File: src/rtl/fbdt_pkg.sv
// Package for the framebuffer fill and dirty-box tracker.
// Field widths, command and status codes, address unit ops and shared structs.
// No dependencies.
`timescale 1ns / 1ps

package fbdt_pkg;

    localparam int MAX_WIDTH_DEF  = 256;
    localparam int MAX_HEIGHT_DEF = 256;
    localparam int COLOR_BITS_DEF = 32;

    localparam int REQ_W    = 3;
    localparam int POS_W    = 8;
    localparam int DIM_W    = 9;
    localparam int COLOR_W  = 32;
    localparam int STATUS_W = 2;
    localparam int PIXEL_W  = 32;
    localparam int BIT_CNT_W = $clog2(POS_W);

    // y * width + x needs one bit more than the product
    localparam int ADDR_CALC_W = POS_W + DIM_W + 1;

    localparam int APB_DATA_W = 32;
    localparam int PADDR_W    = 3;

    localparam logic [REQ_W-1:0] REQ_DRAW   = 3'd0;
    localparam logic [REQ_W-1:0] REQ_RECT   = 3'd1;
    localparam logic [REQ_W-1:0] REQ_CANVAS = 3'd2;
    localparam logic [REQ_W-1:0] REQ_READ   = 3'd3;
    localparam logic [REQ_W-1:0] REQ_CLEAR  = 3'd4;

    localparam logic [STATUS_W-1:0] ST_OK    = 2'd0;
    localparam logic [STATUS_W-1:0] ST_HORIZ = 2'd1;
    localparam logic [STATUS_W-1:0] ST_VERT  = 2'd2;

    localparam logic REG_CANVAS_W = 1'b0;
    localparam logic REG_CANVAS_H = 1'b1;

    localparam logic [2:0] AU_HOLD = 3'd0;
    localparam logic [2:0] AU_CLR  = 3'd1;
    localparam logic [2:0] AU_MUL  = 3'd2;
    localparam logic [2:0] AU_ADDX = 3'd3;
    localparam logic [2:0] AU_INC  = 3'd4;
    localparam logic [2:0] AU_SKIP = 3'd5;

    typedef struct packed {
        logic [2:0] op;
        logic       mul_bit;
    } fbdt_au_ctrl_t;

    typedef struct packed {
        logic we;
        logic re;
    } fbdt_mem_ctrl_t;

    typedef struct packed {
        logic [DIM_W-1:0] cw;
        logic [DIM_W-1:0] ch;
    } fbdt_dims_t;

endpackage

File: src/rtl/fbdt_addr_unit.sv
// Shared address accumulator: one adder used for the shift-add row multiply,
// the column offset, and the per-pixel and per-row steps. Depends on fbdt_pkg.
`timescale 1ns / 1ps

module fbdt_addr_unit #(
    parameter int MAX_WIDTH  = fbdt_pkg::MAX_WIDTH_DEF,
    parameter int MAX_HEIGHT = fbdt_pkg::MAX_HEIGHT_DEF,
    localparam int AW    = $clog2(MAX_WIDTH * MAX_HEIGHT),
    localparam int ACC_W = (AW > fbdt_pkg::ADDR_CALC_W) ? AW : fbdt_pkg::ADDR_CALC_W
) (
    input  logic                          clk,
    input  fbdt_pkg::fbdt_au_ctrl_t       ctrl,
    input  logic [fbdt_pkg::DIM_W-1:0]    cw,
    input  logic [fbdt_pkg::POS_W-1:0]    x,
    input  logic [fbdt_pkg::DIM_W-1:0]    skip,
    output logic [ACC_W-1:0]              acc
);
    import fbdt_pkg::*;

    logic [ACC_W-1:0] acc_reg;
    logic [ACC_W-1:0] acc_next;
    logic [ACC_W-1:0] opa;
    logic [ACC_W-1:0] opb;
    logic [ACC_W-1:0] sum;

    always_comb
    begin
        opa = (ctrl.op == AU_MUL) ? {acc_reg[ACC_W-2:0], 1'b0} : acc_reg;
        case (ctrl.op)
            AU_MUL:  opb = ctrl.mul_bit ? ACC_W'(cw) : '0;
            AU_ADDX: opb = ACC_W'(x);
            AU_INC:  opb = ACC_W'(1);
            AU_SKIP: opb = ACC_W'(skip);
            default: opb = '0;
        endcase
        sum = opa + opb;

        case (ctrl.op)
            AU_HOLD: acc_next = acc_reg;
            AU_CLR:  acc_next = '0;
            default: acc_next = sum;
        endcase
    end

    always_ff @(posedge clk)
    begin
        acc_reg <= acc_next;
    end

    assign acc = acc_reg;

endmodule

File: config.mk
export PLATFORM = sky130hd
export DESIGN_NAME = fbdt_addr_unit
export DESIGN_NICKNAME = d
export VERILOG_FILES = /design/src/rtl/fbdt_pkg.sv /design/src/rtl/fbdt_addr_unit.sv
export SDC_FILE = /design/constraint.sdc
export NUM_CORES = 1
export LEC_CHECK = 0
export BUFFER_PORTS_ARGS = -buffer_cell sky130_fd_sc_hd__buf_2
export CAP_MARGIN = 10
export CORE_AREA = 2 2 77 79
export CTS_BUF_LIST = sky130_fd_sc_hd__clkbuf_16
export DETAILED_ROUTE_END_ITERATION = 7
export DIE_AREA = 0 0 79 81
export GPL_ROUTABILITY_DRIVEN = 1
export PLACE_DENSITY = 0.61
export SLEW_MARGIN = 20
export SYNTH_ARGS = -nofsm -noshare
export SYNTH_HDL_FRONTEND = slang
export SYNTH_SLANG_ARGS = --single-unit
File: constraint.sdc
create_clock -name clk -period 2.66 [get_ports clk]
set_input_delay 0.133 -clock clk [delete_from_list [all_inputs] [get_ports clk]]
set_output_delay 0.133 -clock clk [all_outputs]
set_load 0.01 [all_outputs]
==> qor.yml <==
run_status:
  outcome: "finished, final reports clean"
synth:
  synthMuxAreaShare: 0.0254
  yosys_warnings: 0
  ys_seq_elements: 18
  synth_edf_count: 18
  synth_top_cell_area_share: 0.332
  syn_nets: 230
  async_reset_ff_frac: 0
  syn_area_um2: 1630
  synth_compound_area_frac: 0.221
  synth_xor_area_frac: 0.0646
  yosysUniqueCellTypes: 45
  yosysTopAreaCell: "edfxtp_1"
  synth-simple-area-share: 0.233
  synth_area_leaders: "edfxtp_1, nand2_1, ha_1"
  ys.flop_type: "edfxtp_1"
  synth_top_family_by_area: "simple AND/OR/NAND/NOR gates"
  yosysSeqAreaShare: 0.332
  syn_avg_cell_area_um2: 8.61
  synth_fa_ha_area_frac: 0.0815
  netlist_instances: 189
global_route:
  grt_overflow: 0
  grt_pass1_wl_um: 6910
  grt_pass1_vias: 1522
  antenna_found_initial: 0
  grt_max_degree: 19
  track_usage: 0.138
setup_path:
  cp-start-kind: "input port"
  cp.required_ps: 2670
  cp-end-kind: "flip-flop"
  arrival_ps: 2520
  timing.rr.start: "acc[0]"
  rr_worst_depth: 10
  cp_max_fo: 7
  rrSetupSlack_ps: 290
  critical_path_class: "in2reg"
  r2r-end: "acc[12]"
die:
  fp-row-count: 28
  start_util: 0.287
  die_w_um: 79
  core_um2: 5680
  io_pins: 49
  dieArea_um2: 6400
  die_h_um: 81
drt:
  viasPerCell: 4.83
  num_vias: 1602
  dr.pass1.iters: 5
  drc_errors: 0
  drt-initial-drc-count: 103
  wl_per_cell_um: 12.8
  ant_nets: 0
  drt-total-wl_um: 4250
timing:
  tightest_slew_ps: 832
  setup_slack_ps: 152
  rsz0062_at_grt: "yes"
  finClkSkew_ps: 1.02
  tns_ps: 0
  hold_viol: 0
  setup_viol: 0
  max_freq_ghz: 0.399
  drv_slew: 0
  period_minus_slack_ps: 2510
  timing.final.crit_share: 0.943
  worst_slew_margin_rel: 0.445
clock_tree:
  path_clk_slew_ps: 50
  insertion_delay_ps: 250
  cts_tree: "built"
  cts_buffers: 3
  cts_sinks: 18
  cts_max_level: 1
  root_buffer: "clkbuf_16"
  cts.path.max_buffers: 2
run:
  maxCapViolations: 0
finish:
  largest_reg_flops: 18
  drive_gt1_frac: 0.339
  diodes: 0
  fin_util: 0.391
  final_cell_mix: "buf_2, nand2_1, buf_4"
  fill_cells: 609
  nets: 300
  final_common_cell: "buf_2"
  syn_to_final_growth_pct: 36.5
  fin_area_um2: 2220
min_path:
  holdPathEnd: "acc[1]"
  min_path_cells: 4
  worstHoldStart: "ctrl[2]"
  min_path_type: "in2reg"
placement:
  place_ws_ps: -132
  place.port_buffers: 48
  placed_area_um2: 2120
  globalplace.congestion: 0.862
  dpl.hpwl_um: 3360
power:
  irDropWorstVdd_v: 0.000257
  p_per_area_nw_per_um2: 756
  leakage_nw: 1.05
-- worst max-delay path by stage --
stage | from | to | slack, ps | depth (start not counted)
global placement | ctrl[2] | acc[13] | -130 | 14
finish | ctrl[1] | acc[12] | 150 | 12
detailed placement | ctrl[2] | acc[13] | -130 | 14
global route | ctrl[2] | acc[13] | -40 | 14
CTS | ctrl[3] | acc[8] | 130 | 13
floorplan | ctrl[3] | acc[8] | 3 | 13
-- timing repair --
item	CTS	global route
hold buffers	0	0
endpoints found under the setup margin	0	9
gates resized for setup	0	6
hold endpoints to repair	0	0
setup buffers	0	0
-- Yosys cell counts, types with 4 or more instances --
master     n
a21boi_0   4
a21oi_1    9
a222oi_1   7
and2_1     4
clkbuf_1   5
edfxtp_1  18
ha_1       9
inv_1     10
nand2_1   36
nor2_1    18
nor2b_1    7
o21ai_0    4
xnor2_1    6
xor2_1     6
-- logic make-up (layout without fill, tap and decap cells) --
family	Yosys count	in the layout
compound gates	49	49
xor+xnor	12	12
fa+ha+maj	10	10
buf+inv	18	86
flops	18	18
mux	4	4
simple gates	78	78
-- routing by layer --
| layer | part of all wire | wire [um] | vias up | global-route usage |
|---|---|---|---|---|
| met3 | 0.038 | 161 | 5 | 0.0178 |
| met5 | 0 | 0 | - | 0 |
| met2 | 0.49 | 2080 | 38 | 0.241 |
| met4 | 0.016 | 66 | 0 | 0.0517 |
| met1 | 0.46 | 1940 | 735 | 0.175 |
| li1 | - | - | 824 | - |
-- worst max-delay path: stages --
cell	delay, ps
buf_2	140
or3b_1	480
and2_1	210
ha_1	210
inv_1	70
fa_1	180
nor2b_1	60
o31a_1	300
o21ai_1	340
a21oi_1	170
xnor2_1	180
nor2_1	50
-- layout make-up --
| cell class | instances | area (um2) | share of cell area |
|---|---|---|---|
| sequential | 18 | 541 | 0.243 |
| inverter | 10 | 37.5 | 0.0169 |
| tap | 75 | 93.8 | 0.0423 |
| timing repair buffer | 73 | 428 | 0.193 |
| multi-input combinational | 153 | 1050 | 0.471 |
| clock buffer | 3 | 75.1 | 0.0338 |
-- where the power goes --
part           internal [mW]  leakage [nW]  switching (mW)
Combinational          0.393         0.817           0.413
Sequential             0.463         0.197           0.104
Clock                  0.198        0.0370           0.108
-- metrics by stage --
| step | hold slack, ps | cells | power [mW] |
|---|---|---|---|
| floorplan | 397 | 189 | 1.04 |
| global placement | 588 | 329 | 1.35 |
| detailed placement | 586 | 329 | 1.36 |
| CTS | 437 | 332 | 1.68 |
| global route | 466 | 332 | 1.81 |
| finish | 438 | 332 | 1.68 |
Note: power is estimated with default switching activity, not from simulation.
