<file path="config.mk">
export PLATFORM = sky130hd
export DESIGN_NAME = fbdt_apb_regs
export DESIGN_NICKNAME = d
export VERILOG_FILES = /design/src/rtl/fbdt_pkg.sv /design/src/rtl/fbdt_apb_regs.sv
export SDC_FILE = /design/constraint.sdc
export NUM_CORES = 1
export LEC_CHECK = 0
export BUFFER_PORTS_ARGS = -buffer_cell sky130_fd_sc_hd__buf_2
export CAP_MARGIN = 10
export CORE_UTILIZATION = 35
export CTS_CLUSTER_SIZE = 25
export DETAILED_ROUTE_END_ITERATION = 12
export GPL_TIMING_DRIVEN = 0
export PLACE_DENSITY = 0.75
export SLEW_MARGIN = 30
export SYNTH_ARGS = -nofsm -noshare
export SYNTH_HDL_FRONTEND = slang
export SYNTH_SLANG_ARGS = --single-unit
</file>
<file path="constraint.sdc">
create_clock -name clk -period 1.2 [get_ports clk]
set_clock_uncertainty 0.15 [all_clocks]
set_input_delay 0.12 -clock clk [delete_from_list [all_inputs] [get_ports clk]]
set_output_delay 0.12 -clock clk [all_outputs]
set_load 0.02 [all_outputs]
</file>
<file path="src/rtl/fbdt_pkg.sv">
// Package for the framebuffer fill and dirty-box tracker.
// Field widths, command and status codes, address unit ops and shared structs.
// No dependencies.
`timescale 1ns / 1ps

package fbdt_pkg;

    localparam int MAX_WIDTH_DEF  = 256;
    localparam int MAX_HEIGHT_DEF = 256;
    localparam int COLOR_BITS_DEF = 32;

    localparam int REQ_W    = 3;
    localparam int POS_W    = 8;
    localparam int DIM_W    = 9;
    localparam int COLOR_W  = 32;
    localparam int STATUS_W = 2;
    localparam int PIXEL_W  = 32;
    localparam int BIT_CNT_W = $clog2(POS_W);

    // y * width + x needs one bit more than the product
    localparam int ADDR_CALC_W = POS_W + DIM_W + 1;

    localparam int APB_DATA_W = 32;
    localparam int PADDR_W    = 3;

    localparam logic [REQ_W-1:0] REQ_DRAW   = 3'd0;
    localparam logic [REQ_W-1:0] REQ_RECT   = 3'd1;
    localparam logic [REQ_W-1:0] REQ_CANVAS = 3'd2;
    localparam logic [REQ_W-1:0] REQ_READ   = 3'd3;
    localparam logic [REQ_W-1:0] REQ_CLEAR  = 3'd4;

    localparam logic [STATUS_W-1:0] ST_OK    = 2'd0;
    localparam logic [STATUS_W-1:0] ST_HORIZ = 2'd1;
    localparam logic [STATUS_W-1:0] ST_VERT  = 2'd2;

    localparam logic REG_CANVAS_W = 1'b0;
    localparam logic REG_CANVAS_H = 1'b1;

    localparam logic [2:0] AU_HOLD = 3'd0;
    localparam logic [2:0] AU_CLR  = 3'd1;
    localparam logic [2:0] AU_MUL  = 3'd2;
    localparam logic [2:0] AU_ADDX = 3'd3;
    localparam logic [2:0] AU_INC  = 3'd4;
    localparam logic [2:0] AU_SKIP = 3'd5;

    typedef struct packed {
        logic [2:0] op;
        logic       mul_bit;
    } fbdt_au_ctrl_t;

    typedef struct packed {
        logic we;
        logic re;
    } fbdt_mem_ctrl_t;

    typedef struct packed {
        logic [DIM_W-1:0] cw;
        logic [DIM_W-1:0] ch;
    } fbdt_dims_t;

endpackage

</file>
<file path="src/rtl/fbdt_apb_regs.sv">
// Canvas size registers behind an APB-style write/read port.
// Presents the clamped (effective) canvas size. Depends on fbdt_pkg.
`timescale 1ns / 1ps

module fbdt_apb_regs #(
    parameter int MAX_WIDTH  = fbdt_pkg::MAX_WIDTH_DEF,
    parameter int MAX_HEIGHT = fbdt_pkg::MAX_HEIGHT_DEF
) (
    input  logic                              clk,
    input  logic                              rst_n,
    input  logic                              psel,
    input  logic                              penable,
    input  logic                              pwrite,
    input  logic [fbdt_pkg::PADDR_W-1:0]      paddr,
    input  logic [fbdt_pkg::APB_DATA_W-1:0]   pwdata,
    output logic [fbdt_pkg::APB_DATA_W-1:0]   prdata,
    output logic                              pready,
    output fbdt_pkg::fbdt_dims_t              dims
);
    import fbdt_pkg::*;

    localparam int DIM_MAX   = (1 << DIM_W) - 1;
    localparam int LIM_W     = (MAX_WIDTH  > DIM_MAX) ? DIM_MAX : MAX_WIDTH;
    localparam int LIM_H     = (MAX_HEIGHT > DIM_MAX) ? DIM_MAX : MAX_HEIGHT;
    localparam logic [DIM_W-1:0] LIM_W_V = DIM_W'(LIM_W);
    localparam logic [DIM_W-1:0] LIM_H_V = DIM_W'(LIM_H);

    logic [DIM_W-1:0] width_reg;
    logic [DIM_W-1:0] height_reg;
    logic             wr_en;
    logic             reg_sel;

    assign wr_en   = psel && penable && pwrite;
    assign reg_sel = paddr[2];
    assign pready  = 1'b1;

    always_ff @(posedge clk or negedge rst_n)
    begin
        if (!rst_n)
        begin
            width_reg  <= LIM_W_V;
            height_reg <= LIM_H_V;
        end
        else if (wr_en)
        begin
            if (reg_sel == REG_CANVAS_W)
            begin
                width_reg <= pwdata[DIM_W-1:0];
            end
            else
            begin
                height_reg <= pwdata[DIM_W-1:0];
            end
        end
    end

    always_comb
    begin
        if (reg_sel == REG_CANVAS_W)
        begin
            prdata = APB_DATA_W'(width_reg);
        end
        else
        begin
            prdata = APB_DATA_W'(height_reg);
        end
    end

    // zero acts as one, anything above the store size as the store size
    always_comb
    begin
        if (width_reg == '0)
        begin
            dims.cw = DIM_W'(1);
        end
        else if (width_reg > LIM_W_V)
        begin
            dims.cw = LIM_W_V;
        end
        else
        begin
            dims.cw = width_reg;
        end

        if (height_reg == '0)
        begin
            dims.ch = DIM_W'(1);
        end
        else if (height_reg > LIM_H_V)
        begin
            dims.ch = LIM_H_V;
        end
        else
        begin
            dims.ch = height_reg;
        end
    end

endmodule

</file>
==> results of run 1 <==
[critical path, cell delays in order (launching register included)]
cell and delay [ns]:
sky130_fd_sc_hd__dfrtp_1 0.41, sky130_fd_sc_hd__or4_4 0.54, sky130_fd_sc_hd__o22ai_4 0.15, sky130_fd_sc_hd__buf_6 0.14
[what timing repair did]
action	4_1_cts	5_1_grt
buffers inserted	7	7
endpoints found under the hold margin	36	0
pin swaps	0	0
gates cloned	2	0
setup endpoints to repair	28	28
resized for setup	43	39
hold buffers	10	0
[power by group]
| part | leakage, nW | internal [mW] | switching, mW |
|---|---|---|---|
| Sequential | 0.213 | 0.751 | 0.128 |
| Clock | 0.0210 | 0.185 | 0.184 |
| Combinational | 0.847 | 1.08 | 0.821 |
[stage by stage]
stage,hold slack (ns),power (mW),setup TNS [ns],utilization [%]
after floorplan,-0.3256,1.686,-0.3208,-
after global placement,-0.09139,1.987,-2.136,49.92
after detailed placement,-0.07788,2.019,-2.376,49.92
after CTS,0.1292,2.857,-9.407,62.97
after global routing,0.1631,3.300,-10.34,68.62
final,0.1450,3.152,-9.083,68.62
[layer usage]
layer  track usage, %  wire length [um]  vias up
li1                 -                 -      476
met1            19.67              1172      487
met2            34.35              1685       53
met3            2.402               195        6
met4            6.803                42        0
met5                0                 0        -
[cells in the mapped netlist]
library cell               count
sky130_fd_sc_hd__nand4_4       1
sky130_fd_sc_hd__clkbuf_1      4
sky130_fd_sc_hd__inv_1         2
sky130_fd_sc_hd__o22ai_1       2
sky130_fd_sc_hd__nand4b_4      1
sky130_fd_sc_hd__mux2_2       26
sky130_fd_sc_hd__buf_2         1
sky130_fd_sc_hd__conb_1        2
sky130_fd_sc_hd__nor2b_1      14
sky130_fd_sc_hd__nand2_1       1
sky130_fd_sc_hd__or4_1         4
sky130_fd_sc_hd__dfrtp_1      16
sky130_fd_sc_hd__buf_4        24
sky130_fd_sc_hd__o21ai_0       1
sky130_fd_sc_hd__dfstp_2       2
[cells by family after synthesis]
| kind of cell | Yosys count |
|---|---|
| buffers and inverters | 31 |
| AOI/OAI and AO/OA | 3 |
| muxes | 26 |
| and+or+nand+nor | 21 |
| other | 2 |
| DFF | 18 |
[final cells by class]
class | count | area, um2
buffer | 29 | 242.7
fill | 242 | 965.9
multi-input combinational | 74 | 718.2
clock buffer | 4 | 36.28
sequential | 18 | 452.9
timing repair buffer | 65 | 599.3
tap | 44 | 55.05
inverter | 2 | 7.507
[how the worst max path moves through the flow]
stage / startpoint / endpoint / depth (start not counted)
4_1_cts: height_reg[5] / dims[0] / 3
2_1_floorplan: width_reg[7] / dims[9] / 2
6_report: width_reg[7] / dims[9] / 3
3_5_place_dp: width_reg[7] / dims[9] / 3
5_1_grt: width_reg[3] / dims[9] / 3
3_3_place_gp: height_reg[2] / dims[0] / 3
==> results.yml, run 1 <==
synthesis:
  post_synth_main_area_contributors: "sky130_fd_sc_hd__dfrtp_1 (35%), sky130_fd_sc_hd__mux2_2 (26%), sky130_fd_sc_hd__buf_4 (16%)"
  synth_top_family_by_area: "multiplexers"
  synth_compound_gate_area_share_pct: 1.530
  post-synth-top-area-fraction_pct: 34.97
  muxShareOfSynthArea_pct: 25.57
  synthSimpleGateAreaFrac_pct: 14.54
  synthAdderAreaFrac_pct: 0
  synth_sequential_area_ratio_pct: 39.56
  yosysTopAreaCell: "sky130_fd_sc_hd__dfrtp_1"
  post_synthesis_cell_type_count: 15
  post_synth_instance_area_mm2: 0.001145
  postSynthRegisterBits: 18
  synth_cells: 101
  avgSynthCellArea_um2: 11.34
  synth_xor_xnor_area_share_pct: 0
  yosysWarnings: 0
sta:
  finalMaxSlewViolations: 0
  timing.final.crit_period_ns: 1.799
  min_period_over_period_pct: 149.9
  timing.final.setup_violations: 28
  postLayoutSetupSlackWorst_ns: -0.5988
  hold_violations: 0
  achievable-frequency_mhz: 555.9
  grt_setup_unrepaired: "yes"
floorplan:
  row_count: 20
  floorplan.core_area_mm2: 0.003078
  die_width_um: 59.19
  die-height_um: 59.19
  design.die.area_mm2: 0.003503
  ioPinCount: 91
  floorplan.initialDensity_pct: 37.20
power_and_ir_drop:
  worst_ir_drop_vdd_uv: 1046
  power.density_mw_per_mm2: 1493
  leakage_nw: 1.081
drt:
  routedWlPerCell_um: 13.11
  finalWirelength_mm: 3.094
  drt_pass1_iterations: 4
  drt-initial-drc-count: 10
  drcViolationCount: 0
  antenna_nets_post_route: 0
  vias: 1022
  route.detailed.vias_per_inst: 4.331
final_layout:
  finalInstanceArea_mm2: 0.002112
  nNetsFinal: 233
  antenna_cells: 0
  finalNonFillerCells: 236
  mostFrequentLayoutCells: "sky130_fd_sc_hd__buf_4 (34), sky130_fd_sc_hd__conb_1 (24), sky130_fd_sc_hd__buf_6 (23)"
  final_layout_size_suffix_gt1_share_pct: 70.31
  layout_commonest_cell: "sky130_fd_sc_hd__buf_4"
  area_delta_synth_final_pct: 84.48
grt:
  gr-total-overflow: 0
  grt_first_pass_wirelength_mm: 4.623
  maximum_number_of_pins_on_one_net_before_global_route_repair: 19
  first_global_vias: 992
  grt_usage_pct: 17.92
  grt_antenna_before_repair: 0
critical_path:
  crit_fanout: 2
  rr_endpoint: "height_reg[8]"
  critical_path_class: "flop to primary output"
  start_kind: "flop"
  r2r_cells: 4
  worstPathArrival_ns: 1.53
  timing.rr.start: "height_reg[8]"
  reg2reg_setup_slack_ns: -0.02
  end_kind: "primary output"
  cp.required_ns: 0.93
placed_design:
  place_inst: 208
  buffer_ports.inserted: 41
  last_weighted_congestion_value_of_the_routability_driven_placer: 0.7618
  detailedPlacementHpwl_mm: 1.948
  dpl_worst_slack_ns: -0.3065
  placedInstanceArea_mm2: 0.001536
status:
  run_status: "finished with violations"
  violations: "setup timing"
clock_tree:
  cts_tree: "built"
  worst_skew_pair.late_latency_ns: 0.29
  tritoncts.num_buffers: 3
  ctsLongestPathBuffers: 2
  cts.htree.levels: 1
  clockRootBuffer: "sky130_fd_sc_hd__clkbuf_4"
  clkTransAtPathRegs_ns: 0.10
  tritoncts_num_sinks: 18
min_path:
  worstHoldPathType: "input pin to asynchronous set/reset pin"
flow_run:
  max_cap_viol_count: 0
No activity file was read; power rests on OpenSTA's default activity.
==> run 2: changes to the inputs <==
--- a/config.mk
+++ b/config.mk
@@ -12,6 +12,7 @@
 export DETAILED_ROUTE_END_ITERATION = 12
 export GPL_TIMING_DRIVEN = 0
 export PLACE_DENSITY = 0.75
+export SKIP_CTS_REPAIR_TIMING = 1
 export SLEW_MARGIN = 30
 export SYNTH_ARGS = -nofsm -noshare
 export SYNTH_HDL_FRONTEND = slang
==> run 2 against run 1 <==
Non-clock buffer count decreased by 5; largest cell class unchanged; utilization decreased by 5.7 points; largest power group unchanged; die area unchanged; cell area decreased by 8.4%; critical path type unchanged; sequential cell count unchanged; combinational power decreased by 16%; the flow still finishes with violations (setup timing).
==> results.yml, run 2 (synthesis results as in run 1) <==
status:
  run_status: "finished with violations"
  violations: "setup timing"
floorplan:
  ioPinCount: 91
  floorplan.core_area_mm2: 0.003078
  row_count: 20
  floorplan.initialDensity_pct: 37.20
  die-height_um: 59.19
  design.die.area_mm2: 0.003503
  die_width_um: 59.19
final_layout:
  final_layout_size_suffix_gt1_share_pct: 66.31
  finalNonFillerCells: 231
  finalInstanceArea_mm2: 0.001936
  area_delta_synth_final_pct: 69.07
  layout_commonest_cell: "sky130_fd_sc_hd__buf_4"
  finalCoreUtilization_pct: 62.89
  antenna_cells: 0
  nNetsFinal: 228
  mostFrequentLayoutCells: "sky130_fd_sc_hd__buf_4 (35), sky130_fd_sc_hd__buf_2 (24), sky130_fd_sc_hd__conb_1 (24)"
drt:
  route.detailed.vias_per_inst: 4.156
  antenna_nets_post_route: 0
  drt_pass1_iterations: 1
  drt-initial-drc-count: 0
  drcViolationCount: 0
  finalWirelength_mm: 2.779
  vias: 960
  routedWlPerCell_um: 12.03
grt:
  grt_antenna_before_repair: 0
  first_global_vias: 856
  grt_usage_pct: 15.13
  grt_first_pass_wirelength_mm: 3.933
  use_met3_pct: 2.838
  gr-usage-met1_pct: 17.29
  gr-total-overflow: 0
  busiest_layer: "met2"
  maximum_number_of_pins_on_one_net_before_global_route_repair: 19
  gr-usage-met2_pct: 26.81
critical_path:
  cp.required_ns: 0.93
  worstPathArrival_ns: 1.52
  timing.rr.start: "height_reg[8]"
  cell_with_the_largest_stage_delay_on_the_worst_path: "sky130_fd_sc_hd__or4_4"
  critical_path_class: "flop to primary output"
  cp_slowest_stage_delay_ns: 0.53
  reg2reg_setup_slack_ns: 0.03
  end_kind: "primary output"
  crit_path_cell_trace: "or4_4 > o22ai_4 > buf_6"
  r2r_cells: 3
  start_kind: "flop"
  crit_fanout: 4
  rr_endpoint: "height_reg[8]"
clock_tree:
  cts.htree.levels: 1
  tritoncts.num_buffers: 3
  clkTransAtPathRegs_ns: 0.10
  clockRootBuffer: "sky130_fd_sc_hd__clkbuf_4"
  cts_tree: "built"
  ctsLongestPathBuffers: 2
  worst_skew_pair.late_latency_ns: 0.29
  tritoncts_num_sinks: 18
sta:
  worst_hold_margin_ns: 0.1474
  min_period_over_period_pct: 148.9
  achievable-frequency_mhz: 559.8
  timing.final.setup_violations: 27
  timing.final.crit_period_ns: 1.786
  grt_setup_unrepaired: "yes"
  hold_violations: 0
  finalMaxSlewViolations: 0
  postLayoutSetupSlackWorst_ns: -0.5865
placed_design:
  detailedPlacementHpwl_mm: 1.948
  last_weighted_congestion_value_of_the_routability_driven_placer: 0.7618
  placedInstanceArea_mm2: 0.001536
  buffer_ports.inserted: 41
  place_inst: 208
min_path:
  worstHoldPathType: "input pin to asynchronous set/reset pin"
power_and_ir_drop:
  worst_ir_drop_vdd_uv: 946.5
  power.density_mw_per_mm2: 1471
  leakage_nw: 0.9965
flow_run:
  max_cap_viol_count: 0
[run 2: cell count changes in the layout (fill, tap and decap cells not counted), sizes merged]
cell / delta
clkbuf: -1
buf: -4
[run 2: stage by stage]
stage,setup WS (ns),setup TNS [ns],total power [mW]
final,-0.5865,-7.872,2.847
after global routing,-0.6305,-9.046,2.994
after CTS,-0.6430,-9.459,2.391
after detailed placement,-0.3065,-2.376,2.019
after global placement,-0.2962,-2.136,1.987
after floorplan,-0.1610,-0.3208,1.686
[run 2: layout make-up]
type                            count  area [um2]
Fill cell                         268        1142
Multi-Input combinational cell     74       664.4
Timing Repair Buffer               60       500.5
Sequential cell                    18       452.9
Buffer                             29       219.0
Tap cell                           44       55.05
Clock buffer                        4       36.28
Inverter                            2       7.507
[run 2: worst max-delay path by stage]
stage	from	end	slack, ns	cells past startpoint
detailed placement	width_reg[7]	dims[9]	-0.31	3
global placement	height_reg[2]	dims[0]	-0.30	3
CTS	width_reg[7]	dims[9]	-0.64	3
global route	height_reg[5]	dims[0]	-0.63	3
finish	height_reg[5]	dims[0]	-0.59	3
floorplan	width_reg[7]	dims[9]	-0.16	2
[run 2: routing by layer]
layer	vias up	part of all wire [%]	wire [um]
met3	6	7.5	209
met5	-	0	0
met4	0	1.6	44
met1	437	41	1145
met2	51	50	1380
li1	466	-	-
[run 2: report_power, final]
group | internal, mW | total, mW | leakage [nW] | switching (mW)
registers | 0.752 | 0.885 | 0.213 | 0.133
clock network | 0.185 | 0.371 | 0.0210 | 0.186
logic | 0.863 | 1.59 | 0.762 | 0.727
total | 1.80 | 2.85 | 0.996 | 1.05
[run 2: worst max-delay path: cells and delay by family, from the launching register on]
family / cells / cell delay (ns)
buffers and inverters: 1 / 0.14
flip-flops: 1 / 0.42
AO/OA/AOI/OAI: 1 / 0.13
AND/OR/NAND/NOR: 1 / 0.53
