## src/rtl/fbdt_pkg.sv

```systemverilog
// Package for the framebuffer fill and dirty-box tracker.
// Field widths, command and status codes, address unit ops and shared structs.
// No dependencies.
`timescale 1ns / 1ps

package fbdt_pkg;

    localparam int MAX_WIDTH_DEF  = 256;
    localparam int MAX_HEIGHT_DEF = 256;
    localparam int COLOR_BITS_DEF = 32;

    localparam int REQ_W    = 3;
    localparam int POS_W    = 8;
    localparam int DIM_W    = 9;
    localparam int COLOR_W  = 32;
    localparam int STATUS_W = 2;
    localparam int PIXEL_W  = 32;
    localparam int BIT_CNT_W = $clog2(POS_W);

    // y * width + x needs one bit more than the product
    localparam int ADDR_CALC_W = POS_W + DIM_W + 1;

    localparam int APB_DATA_W = 32;
    localparam int PADDR_W    = 3;

    localparam logic [REQ_W-1:0] REQ_DRAW   = 3'd0;
    localparam logic [REQ_W-1:0] REQ_RECT   = 3'd1;
    localparam logic [REQ_W-1:0] REQ_CANVAS = 3'd2;
    localparam logic [REQ_W-1:0] REQ_READ   = 3'd3;
    localparam logic [REQ_W-1:0] REQ_CLEAR  = 3'd4;

    localparam logic [STATUS_W-1:0] ST_OK    = 2'd0;
    localparam logic [STATUS_W-1:0] ST_HORIZ = 2'd1;
    localparam logic [STATUS_W-1:0] ST_VERT  = 2'd2;

    localparam logic REG_CANVAS_W = 1'b0;
    localparam logic REG_CANVAS_H = 1'b1;

    localparam logic [2:0] AU_HOLD = 3'd0;
    localparam logic [2:0] AU_CLR  = 3'd1;
    localparam logic [2:0] AU_MUL  = 3'd2;
    localparam logic [2:0] AU_ADDX = 3'd3;
    localparam logic [2:0] AU_INC  = 3'd4;
    localparam logic [2:0] AU_SKIP = 3'd5;

    typedef struct packed {
        logic [2:0] op;
        logic       mul_bit;
    } fbdt_au_ctrl_t;

    typedef struct packed {
        logic we;
        logic re;
    } fbdt_mem_ctrl_t;

    typedef struct packed {
        logic [DIM_W-1:0] cw;
        logic [DIM_W-1:0] ch;
    } fbdt_dims_t;

endpackage

```

## src/rtl/fbdt_channels.sv

```systemverilog
// Valid/ready channel interfaces: command beats in, result beats out.
// Depends on fbdt_pkg.
`timescale 1ns / 1ps

interface fbdt_req_if;
    logic                          valid;
    logic                          ready;
    logic [fbdt_pkg::REQ_W-1:0]    req_type;
    logic [fbdt_pkg::POS_W-1:0]    pos_x;
    logic [fbdt_pkg::POS_W-1:0]    pos_y;
    logic [fbdt_pkg::DIM_W-1:0]    rect_width;
    logic [fbdt_pkg::DIM_W-1:0]    rect_height;
    logic [fbdt_pkg::COLOR_W-1:0]  color;

    modport source (
        output valid, req_type, pos_x, pos_y, rect_width, rect_height, color,
        input  ready
    );
    modport sink (
        input  valid, req_type, pos_x, pos_y, rect_width, rect_height, color,
        output ready
    );
endinterface

interface fbdt_rsp_if;
    logic                          valid;
    logic                          ready;
    logic [fbdt_pkg::STATUS_W-1:0] status;
    logic [fbdt_pkg::PIXEL_W-1:0]  pixel_value;
    logic                          dirty_valid;
    logic [fbdt_pkg::POS_W-1:0]    dirty_left;
    logic [fbdt_pkg::POS_W-1:0]    dirty_top;
    logic [fbdt_pkg::POS_W-1:0]    dirty_right;
    logic [fbdt_pkg::POS_W-1:0]    dirty_bottom;

    modport source (
        output valid, status, pixel_value, dirty_valid,
               dirty_left, dirty_top, dirty_right, dirty_bottom,
        input  ready
    );
    modport sink (
        input  valid, status, pixel_value, dirty_valid,
               dirty_left, dirty_top, dirty_right, dirty_bottom,
        output ready
    );
endinterface

```

## src/rtl/fbdt_seq.sv

```systemverilog
// Command sequencer: range checks, multiply/offset/fill steps driving the
// address unit and store, dirty box tracking and result register. Uses fbdt_pkg.
`timescale 1ns / 1ps

module fbdt_seq #(
    parameter int COLOR_BITS = fbdt_pkg::COLOR_BITS_DEF
) (
    input  logic                          clk,
    input  logic                          rst_n,
    fbdt_req_if.sink                      req,
    fbdt_rsp_if.source                    rsp,
    input  fbdt_pkg::fbdt_dims_t          dims,
    input  logic [COLOR_BITS-1:0]         rdata,
    output fbdt_pkg::fbdt_au_ctrl_t       au_ctrl,
    output fbdt_pkg::fbdt_mem_ctrl_t      mem_ctrl,
    output logic [fbdt_pkg::POS_W-1:0]    x_base,
    output logic [fbdt_pkg::DIM_W-1:0]    row_skip,
    output logic [fbdt_pkg::COLOR_W-1:0]  wr_color
);
    import fbdt_pkg::*;

    localparam logic [2:0] S_IDLE  = 3'd0;
    localparam logic [2:0] S_MUL   = 3'd1;
    localparam logic [2:0] S_ADDX  = 3'd2;
    localparam logic [2:0] S_WRITE = 3'd3;
    localparam logic [2:0] S_READ  = 3'd4;
    localparam logic [2:0] S_RDCAP = 3'd5;
    localparam logic [2:0] S_DONE  = 3'd6;

    logic [2:0]           state_reg, state_next;
    logic [REQ_W-1:0]     cmd_reg, cmd_next;
    logic [POS_W-1:0]     x_reg, x_next;
    logic [POS_W-1:0]     y_reg, y_next;
    logic [DIM_W-1:0]     w_reg, w_next;
    logic [DIM_W-1:0]     h_reg, h_next;
    logic [DIM_W-1:0]     skip_reg, skip_next;
    logic [COLOR_W-1:0]   color_reg, color_next;
    logic [STATUS_W-1:0]  status_reg, status_next;
    logic                 wr_reg, wr_next;
    logic                 rd_reg, rd_next;
    logic [BIT_CNT_W-1:0] bit_reg, bit_next;
    logic [DIM_W-1:0]     col_reg, col_next;
    logic [DIM_W-1:0]     row_reg, row_next;
    logic [PIXEL_W-1:0]   pix_reg, pix_next;

    logic                 dirty_reg, dirty_next;
    logic [POS_W-1:0]     left_reg, left_next;
    logic [POS_W-1:0]     top_reg, top_next;
    logic [POS_W-1:0]     right_reg, right_next;
    logic [POS_W-1:0]     bottom_reg, bottom_next;

    logic                 ovalid_reg, ovalid_next;
    logic [STATUS_W-1:0]  ostatus_reg, ostatus_next;
    logic [PIXEL_W-1:0]   opix_reg, opix_next;
    logic                 odirty_reg, odirty_next;
    logic [POS_W-1:0]     oleft_reg, oleft_next;
    logic [POS_W-1:0]     otop_reg, otop_next;
    logic [POS_W-1:0]     oright_reg, oright_next;
    logic [POS_W-1:0]     obottom_reg, obottom_next;

    logic                 accept;
    logic                 out_free;
    logic [DIM_W:0]       x_end;
    logic [DIM_W:0]       y_end;
    logic [STATUS_W-1:0]  dec_status;
    logic [POS_W-1:0]     dec_x, dec_y;
    logic [DIM_W-1:0]     dec_w, dec_h;
    logic                 dec_wr, dec_rd;
    logic [DIM_W:0]       r_new, b_new;
    logic                 col_last, row_last;

    assign req.ready = (state_reg == S_IDLE);
    assign accept    = req.valid && req.ready;
    assign out_free  = !ovalid_reg || rsp.ready;

    assign x_base   = x_reg;
    assign row_skip = skip_reg;
    assign wr_color = color_reg;

    // command decode and range checks, horizontal first
    always_comb
    begin
        x_end = (DIM_W+1)'(req.pos_x) + (DIM_W+1)'(req.rect_width);
        y_end = (DIM_W+1)'(req.pos_y) + (DIM_W+1)'(req.rect_height);
        dec_status = ST_OK;
        dec_x  = req.pos_x;
        dec_y  = req.pos_y;
        dec_w  = DIM_W'(1);
        dec_h  = DIM_W'(1);
        dec_wr = 1'b0;
        dec_rd = 1'b0;
        if (req.req_type inside {REQ_DRAW, REQ_READ})
        begin
            if (DIM_W'(req.pos_x) >= dims.cw)
            begin
                dec_status = ST_HORIZ;
            end
            else if (DIM_W'(req.pos_y) >= dims.ch)
            begin
                dec_status = ST_VERT;
            end
            else
            begin
                dec_wr = (req.req_type == REQ_DRAW);
                dec_rd = (req.req_type == REQ_READ);
            end
        end
        else if (req.req_type == REQ_RECT)
        begin
            dec_w = req.rect_width;
            dec_h = req.rect_height;
            if (x_end > (DIM_W+1)'(dims.cw))
            begin
                dec_status = ST_HORIZ;
            end
            else if (y_end > (DIM_W+1)'(dims.ch))
            begin
                dec_status = ST_VERT;
            end
            else
            begin
                dec_wr = (req.rect_width != '0) && (req.rect_height != '0);
            end
        end
        else if (req.req_type == REQ_CANVAS)
        begin
            dec_x  = '0;
            dec_y  = '0;
            dec_w  = dims.cw;
            dec_h  = dims.ch;
            dec_wr = 1'b1;
        end
    end

    assign col_last = ((DIM_W+1)'(col_reg) + (DIM_W+1)'(1)) == (DIM_W+1)'(w_reg);
    assign row_last = ((DIM_W+1)'(row_reg) + (DIM_W+1)'(1)) == (DIM_W+1)'(h_reg);
    assign r_new    = (DIM_W+1)'(x_reg) + (DIM_W+1)'(w_reg) - (DIM_W+1)'(1);
    assign b_new    = (DIM_W+1)'(y_reg) + (DIM_W+1)'(h_reg) - (DIM_W+1)'(1);

    always_comb
    begin
        state_next  = state_reg;
        cmd_next    = cmd_reg;
        x_next      = x_reg;
        y_next      = y_reg;
        w_next      = w_reg;
        h_next      = h_reg;
        skip_next   = skip_reg;
        color_next  = color_reg;
        status_next = status_reg;
        wr_next     = wr_reg;
        rd_next     = rd_reg;
        bit_next    = bit_reg;
        col_next    = col_reg;
        row_next    = row_reg;
        pix_next    = pix_reg;
        dirty_next  = dirty_reg;
        left_next   = left_reg;
        top_next    = top_reg;
        right_next  = right_reg;
        bottom_next = bottom_reg;
        au_ctrl     = '{op: AU_HOLD, mul_bit: 1'b0};
        mem_ctrl    = '{we: 1'b0, re: 1'b0};

        case (state_reg)
            S_IDLE:
            begin
                if (accept)
                begin
                    cmd_next    = req.req_type;
                    x_next      = dec_x;
                    y_next      = dec_y;
                    w_next      = dec_w;
                    h_next      = dec_h;
                    skip_next   = dims.cw - dec_w + DIM_W'(1);
                    color_next  = req.color;
                    status_next = dec_status;
                    wr_next     = dec_wr;
                    rd_next     = dec_rd;
                    bit_next    = '0;
                    au_ctrl.op  = AU_CLR;
                    state_next  = (dec_wr || dec_rd) ? S_MUL : S_DONE;
                end
            end
            S_MUL:
            begin
                // MSB first: acc = 2*acc + bit * width
                au_ctrl.op      = AU_MUL;
                au_ctrl.mul_bit = y_reg[~bit_reg];
                bit_next        = bit_reg + BIT_CNT_W'(1);
                if (bit_reg == BIT_CNT_W'(POS_W - 1))
                begin
                    state_next = S_ADDX;
                end
            end
            S_ADDX:
            begin
                au_ctrl.op = AU_ADDX;
                col_next   = '0;
                row_next   = '0;
                state_next = wr_reg ? S_WRITE : S_READ;
            end
            S_WRITE:
            begin
                mem_ctrl.we = 1'b1;
                if (col_last)
                begin
                    if (row_last)
                    begin
                        state_next = S_DONE;
                    end
                    else
                    begin
                        au_ctrl.op = AU_SKIP;
                        col_next   = '0;
                        row_next   = row_reg + DIM_W'(1);
                    end
                end
                else
                begin
                    au_ctrl.op = AU_INC;
                    col_next   = col_reg + DIM_W'(1);
                end
            end
            S_READ:
            begin
                mem_ctrl.re = 1'b1;
                state_next  = S_RDCAP;
            end
            S_RDCAP:
            begin
                pix_next   = PIXEL_W'(rdata);
                state_next = S_DONE;
            end
            S_DONE:
            begin
                if (out_free)
                begin
                    if (cmd_reg == REQ_CLEAR)
                    begin
                        dirty_next  = 1'b0;
                        left_next   = '0;
                        top_next    = '0;
                        right_next  = '0;
                        bottom_next = '0;
                    end
                    else if (wr_reg)
                    begin
                        if (!dirty_reg)
                        begin
                            dirty_next  = 1'b1;
                            left_next   = x_reg;
                            top_next    = y_reg;
                            right_next  = r_new[POS_W-1:0];
                            bottom_next = b_new[POS_W-1:0];
                        end
                        else
                        begin
                            if (x_reg < left_reg)
                            begin
                                left_next = x_reg;
                            end
                            if (y_reg < top_reg)
                            begin
                                top_next = y_reg;
                            end
                            // compare before truncation to the box width
                            if (r_new > (DIM_W+1)'(right_reg))
                            begin
                                right_next = r_new[POS_W-1:0];
                            end
                            if (b_new > (DIM_W+1)'(bottom_reg))
                            begin
                                bottom_next = b_new[POS_W-1:0];
                            end
                        end
                    end
                    state_next = S_IDLE;
                end
            end
            default:
            begin
                state_next = S_IDLE;
            end
        endcase
    end

    always_comb
    begin
        ovalid_next  = ovalid_reg;
        ostatus_next = ostatus_reg;
        opix_next    = opix_reg;
        odirty_next  = odirty_reg;
        oleft_next   = oleft_reg;
        otop_next    = otop_reg;
        oright_next  = oright_reg;
        obottom_next = obottom_reg;
        if (state_reg == S_DONE && out_free)
        begin
            ovalid_next  = 1'b1;
            ostatus_next = status_reg;
            opix_next    = rd_reg ? pix_reg : '0;
            odirty_next  = dirty_next;
            oleft_next   = left_next;
            otop_next    = top_next;
            oright_next  = right_next;
            obottom_next = bottom_next;
        end
        else if (rsp.ready)
        begin
            ovalid_next = 1'b0;
        end
    end

    always_ff @(posedge clk or negedge rst_n)
    begin
        if (!rst_n)
        begin
            state_reg  <= S_IDLE;
            dirty_reg  <= 1'b0;
            left_reg   <= '0;
            top_reg    <= '0;
            right_reg  <= '0;
            bottom_reg <= '0;
            ovalid_reg <= 1'b0;
        end
        else
        begin
            state_reg  <= state_next;
            dirty_reg  <= dirty_next;
            left_reg   <= left_next;
            top_reg    <= top_next;
            right_reg  <= right_next;
            bottom_reg <= bottom_next;
            ovalid_reg <= ovalid_next;
        end
    end

    always_ff @(posedge clk)
    begin
        cmd_reg     <= cmd_next;
        x_reg       <= x_next;
        y_reg       <= y_next;
        w_reg       <= w_next;
        h_reg       <= h_next;
        skip_reg    <= skip_next;
        color_reg   <= color_next;
        status_reg  <= status_next;
        wr_reg      <= wr_next;
        rd_reg      <= rd_next;
        bit_reg     <= bit_next;
        col_reg     <= col_next;
        row_reg     <= row_next;
        pix_reg     <= pix_next;
        ostatus_reg <= ostatus_next;
        opix_reg    <= opix_next;
        odirty_reg  <= odirty_next;
        oleft_reg   <= oleft_next;
        otop_reg    <= otop_next;
        oright_reg  <= oright_next;
        obottom_reg <= obottom_next;
    end

    assign rsp.valid        = ovalid_reg;
    assign rsp.status       = ostatus_reg;
    assign rsp.pixel_value  = opix_reg;
    assign rsp.dirty_valid  = odirty_reg;
    assign rsp.dirty_left   = oleft_reg;
    assign rsp.dirty_top    = otop_reg;
    assign rsp.dirty_right  = oright_reg;
    assign rsp.dirty_bottom = obottom_reg;

`ifndef SYNTHESIS
    a_clean_box: assert property (@(posedge clk) disable iff (!rst_n)
        !dirty_reg |-> (left_reg == '0 && top_reg == '0 &&
                        right_reg == '0 && bottom_reg == '0))
        else $error("dirty box edges set while box invalid");

    a_write_ok: assert property (@(posedge clk) disable iff (!rst_n)
        mem_ctrl.we |-> (status_reg == ST_OK && wr_reg))
        else $error("pixel write for a rejected command");

    a_fill_bounds: assert property (@(posedge clk) disable iff (!rst_n)
        state_reg == S_WRITE |-> (col_reg < w_reg && row_reg < h_reg))
        else $error("fill counters beyond rectangle");

    a_accept_busy: assert property (@(posedge clk) disable iff (!rst_n)
        accept |=> state_reg != S_IDLE)
        else $error("sequencer idle after accepting a beat");

    a_read_capture: assert property (@(posedge clk) disable iff (!rst_n)
        state_reg == S_RDCAP |-> $past(mem_ctrl.re))
        else $error("read capture without a store read");
`endif

endmodule
```

## src/flat_wrapper.sv

```systemverilog
// flat-port wrapper written by rule: the top's interface ports become plain ports
module fbdt_seq_flat import fbdt_pkg::*;
#(
    parameter int COLOR_BITS = fbdt_pkg::COLOR_BITS_DEF
)
  (clk, rst_n, dims, rdata, au_ctrl, mem_ctrl, x_base, row_skip, wr_color, req_valid, req_req_type, req_pos_x, req_pos_y, req_rect_width, req_rect_height, req_color, req_ready, rsp_valid, rsp_status, rsp_pixel_value, rsp_dirty_valid, rsp_dirty_left, rsp_dirty_top, rsp_dirty_right, rsp_dirty_bottom, rsp_ready);
  fbdt_req_if req_i ();
  fbdt_rsp_if rsp_i ();
  input  logic clk;
  input  logic rst_n;
  input  fbdt_pkg::fbdt_dims_t dims;
  input  logic [COLOR_BITS-1:0] rdata;
  output fbdt_pkg::fbdt_au_ctrl_t au_ctrl;
  output fbdt_pkg::fbdt_mem_ctrl_t mem_ctrl;
  output logic [fbdt_pkg::POS_W-1:0] x_base;
  output logic [fbdt_pkg::DIM_W-1:0] row_skip;
  output logic [fbdt_pkg::COLOR_W-1:0] wr_color;
  input wire logic [$bits(req_i.valid)-1:0] req_valid;
  input wire logic [$bits(req_i.req_type)-1:0] req_req_type;
  input wire logic [$bits(req_i.pos_x)-1:0] req_pos_x;
  input wire logic [$bits(req_i.pos_y)-1:0] req_pos_y;
  input wire logic [$bits(req_i.rect_width)-1:0] req_rect_width;
  input wire logic [$bits(req_i.rect_height)-1:0] req_rect_height;
  input wire logic [$bits(req_i.color)-1:0] req_color;
  output wire logic [$bits(req_i.ready)-1:0] req_ready;
  output wire logic [$bits(rsp_i.valid)-1:0] rsp_valid;
  output wire logic [$bits(rsp_i.status)-1:0] rsp_status;
  output wire logic [$bits(rsp_i.pixel_value)-1:0] rsp_pixel_value;
  output wire logic [$bits(rsp_i.dirty_valid)-1:0] rsp_dirty_valid;
  output wire logic [$bits(rsp_i.dirty_left)-1:0] rsp_dirty_left;
  output wire logic [$bits(rsp_i.dirty_top)-1:0] rsp_dirty_top;
  output wire logic [$bits(rsp_i.dirty_right)-1:0] rsp_dirty_right;
  output wire logic [$bits(rsp_i.dirty_bottom)-1:0] rsp_dirty_bottom;
  input wire logic [$bits(rsp_i.ready)-1:0] rsp_ready;
  assign req_i.valid = req_valid;
  assign req_i.req_type = req_req_type;
  assign req_i.pos_x = req_pos_x;
  assign req_i.pos_y = req_pos_y;
  assign req_i.rect_width = req_rect_width;
  assign req_i.rect_height = req_rect_height;
  assign req_i.color = req_color;
  assign req_ready = req_i.ready;
  assign rsp_valid = rsp_i.valid;
  assign rsp_status = rsp_i.status;
  assign rsp_pixel_value = rsp_i.pixel_value;
  assign rsp_dirty_valid = rsp_i.dirty_valid;
  assign rsp_dirty_left = rsp_i.dirty_left;
  assign rsp_dirty_top = rsp_i.dirty_top;
  assign rsp_dirty_right = rsp_i.dirty_right;
  assign rsp_dirty_bottom = rsp_i.dirty_bottom;
  assign rsp_i.ready = rsp_ready;
  fbdt_seq #(.COLOR_BITS(COLOR_BITS)) u_core (.clk(clk), .rst_n(rst_n), .req(req_i), .rsp(rsp_i), .dims(dims), .rdata(rdata), .au_ctrl(au_ctrl), .mem_ctrl(mem_ctrl), .x_base(x_base), .row_skip(row_skip), .wr_color(wr_color));
endmodule
```

## config.mk

```make
export PLATFORM = sky130hd
export DESIGN_NAME = fbdt_seq_flat
export DESIGN_NICKNAME = d
export VERILOG_FILES = /design/src/rtl/fbdt_pkg.sv /design/src/rtl/fbdt_channels.sv /design/src/rtl/fbdt_seq.sv /design/src/flat_wrapper.sv
export SDC_FILE = /design/constraint.sdc
export NUM_CORES = 1
export LEC_CHECK = 0
export BUFFER_PORTS_ARGS = -buffer_cell sky130_fd_sc_hd__buf_2
export CORE_ASPECT_RATIO = 0.6
export CORE_UTILIZATION = 34
export DETAILED_ROUTE_END_ITERATION = 12
export GPL_ROUTABILITY_DRIVEN = 0
export GPL_TIMING_DRIVEN = 1
export PLACE_DENSITY_LB_ADDON = 0.05
export SLEW_MARGIN = 5
export SYNTH_ARGS = -nofsm -noshare
export SYNTH_HDL_FRONTEND = slang
export SYNTH_SLANG_ARGS = --single-unit
```

## constraint.sdc

```tcl
create_clock -name clk -period 9.4 [get_ports clk]
set_input_delay 0.47 -clock clk [delete_from_list [all_inputs] [get_ports clk]]
set_output_delay 0.47 -clock clk [all_outputs]
set_load 0.02 [all_outputs]
```

==> results.sh <==
export IMPL_critPathCaptureType="register"
export IMPL_crit_slowest_cell="o21ai_1"
export IMPL_status="finished clean"
export IMPL_grt_pass1_wl_mm=52.7
export IMPL_synth_edf_count=202
export IMPL_worst_path_buf_inv=2
export IMPL_first_pass_iters=5
export IMPL_via_per_inst=4.77
export IMPL_num_rows=54
export IMPL_area_growth_pct=21.7
export IMPL_clk_insertion_delay_late_ns=0.55
export IMPL_grt_pass1_vias=8834
export IMPL_syn_num_nets=1345
export IMPL_overflow=0
export IMPL_finalSetupViolCount=0
export IMPL_num_vias=8934
export IMPL_final_core_util_pct=42.6
export IMPL_ctsLongestPathBuffers=3
export IMPL_crit_fanout=8
export IMPL_die_y_um=153
export IMPL_hp_class="in -> async"
export IMPL_ctsHoldBuffers=0
export IMPL_path_common_cell="ha_1"
export IMPL_antenna_found_initial=0
export IMPL_ctsHtreeMaxLevel=1
export IMPL_p_leak_uw=0.00680
export IMPL_syn_area_um2=12800
export IMPL_avgSynthCellArea_um2=11.8
export IMPL_hpwlAfterDp_mm=26.2
export IMPL_register_area_um2=6990
export IMPL_crit_family="compound AO/OA/AOI/OAI gates"
export IMPL_yosys_warnings=0
export IMPL_max_stage_delay_ns=0.52
export IMPL_layout_commonest_cell="buf_2"
export IMPL_synthArstFlopShare_pct=15.5
export IMPL_cts_root_buf="clkbuf_16"
export IMPL_worst_setup_path_type="reg -> reg"
export IMPL_path_cells="inv_1, ha_1, inv_1, ha_1, fa_1, a21oi_1, nor2b_1, nor2_1, xnor2_1, ha_1, or3_1, o21ai_0, a21oi_1, a31oi_1, o22ai_1, o21ai_1, a22o_1"
export IMPL_coreArea_um2=36800
export IMPL_peakVddDrop_mv=0.151
export IMPL_worstMarginPinSlew_ns=1.06
export IMPL_cp_arrival_ns=4.38
export IMPL_n_antenna_cell=0
export IMPL_n_fill_cell=3580
export IMPL_syn_inst=1086
export IMPL_slew_violations=0
export IMPL_clock_sinks=239
export IMPL_crit_required_ns=9.81
export IMPL_cts_buffers=27
export IMPL_rsz0062_at_grt="false"
export IMPL_die_area_um2=38600
export IMPL_power_uw=4230
export IMPL_regToRegStartpoint="u_core.x_base[1]"
export IMPL_max_freq_ghz=0.252
export IMPL_nets=1607
export IMPL_drive_above_1_share_pct=23.3
export IMPL_rrSetupSlack_ns=5.42
export IMPL_initial_core_util_pct=35.0
export IMPL_worst_slack_ns=5.42
export IMPL_antenna_left=0
export IMPL_slew_limit_headroom_pct=29.2
export IMPL_finClkSkew_ns=0.0135
export IMPL_fin_crit_sh_pct=42.3
export IMPL_first_iter_violations=604
export IMPL_grt_max_degree=79
export IMPL_final_cell_area_um2=15600
export IMPL_ys_types=61
export IMPL_reg2reg_depth=17
export IMPL_cp_start_kind="register"
export IMPL_final_cell_mix="buf_2 (246), edfxtp_1 (202), inv_1 (146)"
export IMPL_die_w_um=253
export IMPL_maxCapViolations=0
export IMPL_ios=247
export IMPL_drc=0
export IMPL_synth_seq_cells=239
export IMPL_setup_tns_ns=0
export IMPL_place_area_um2=14700
export IMPL_wire_per_inst_um=18.3
export IMPL_power_density_nw_per_um2=271
export IMPL_ctsResizeCount=0
export IMPL_portBuffers=246
export IMPL_multi_input_area_um2=5240
export IMPL_fin_crit_ns=3.98
export IMPL_clk_pin_slew_ns=0.06
export IMPL_dpl_worst_slack_ns=5.19
export IMPL_cts_setup_buffers=0
export IMPL_yosysSeqAreaShare_pct=54.4
export IMPL_hold_violations=0
export IMPL_finalWirelength_mm=34.2
export IMPL_synth_ff_type="edfxtp_1"
export IMPL_r2r_end="u_core.rsp.dirty_right[1]"
export IMPL_cts_tree="done"
export IMPL_grt_usage_pct=17.8
[worst max-delay path by stage]
stage / start / end / slack (ns) / cells past startpoint
2_1_floorplan: u_core.state_reg[1] / u_core.rsp.dirty_left[0] / 5.38 / 6
3_3_place_gp: req_rect_width[0] / u_core.state_reg[1] / 5.33 / 17
3_5_place_dp: req_rect_width[0] / u_core.state_reg[1] / 5.19 / 17
4_1_cts: u_core.x_base[1] / u_core.rsp.dirty_right[4] / 5.45 / 17
5_1_grt: u_core.x_base[1] / u_core.rsp.dirty_right[1] / 5.08 / 17
6_report: u_core.x_base[1] / u_core.rsp.dirty_right[1] / 5.42 / 17
[layer usage]
layer  share of wire, %  vias up  GRT usage [%]
met5                  0        -              0
met4                1.8        0           3.72
met3                4.7       41           3.23
met2                 39      179           24.0
met1                 55     4242           28.9
li1                   -     4472              -
[Yosys cell counts (all sizes together), types with 7 or more instances]
cell | instances | area [um2]
and3 | 13 | 83.8
o22ai | 7 | 43.8
and2 | 54 | 339
inv | 147 | 552
a21o | 20 | 150
xnor2 | 38 | 333
o2111ai | 9 | 78.8
a21oi | 41 | 205
a22oi | 8 | 60.1
nor2 | 58 | 218
nand2 | 47 | 176
ha | 131 | 1640
a22o | 32 | 280
edfxtp | 202 | 6070
a211oi | 9 | 67.6
nand4 | 12 | 75.1
o21ai | 41 | 209
nor2b | 10 | 62.6
nand2b | 7 | 43.8
nor3 | 18 | 100
nand3 | 29 | 145
clkbuf | 14 | 52.6
dfrtp | 37 | 926
xor2 | 21 | 184
[report_power, final]
part | internal [uW] | total (uW) | leakage, uW | switching (uW)
logic | 564 | 1430 | 0.00399 | 868
registers | 1480 | 1650 | 0.00234 | 165
clock network | 696 | 1160 | 0.000478 | 462
total | 2740 | 4230 | 0.00680 | 1490
[final cells by class]
type	instances	area share, %
Sequential cell	239	44.7
Multi-Input combinational cell	682	33.5
Timing Repair Buffer	251	8.11
Clock buffer	27	4.32
Tap cell	504	4.03
Inverter	147	3.54
Clock inverter	22	1.82
[through the flow]
step,hold WS [ns],cells
detailed placement,0.410,1823
global placement,0.402,1823
floorplan,0.174,1086
finish,0.0900,1872
CTS,0.0526,1872
global route,0.0559,1872
[kinds of logic after synthesis]
group	after synthesis	synth area share, %
simple gates	268	10.9
mux	6	0.662
buf+inv	165	4.86
compound gates	212	11.5
fa+ha+maj	136	13.5
xor+xnor	60	4.20
flops	239	54.4
(Power assumes the default switching activity.)
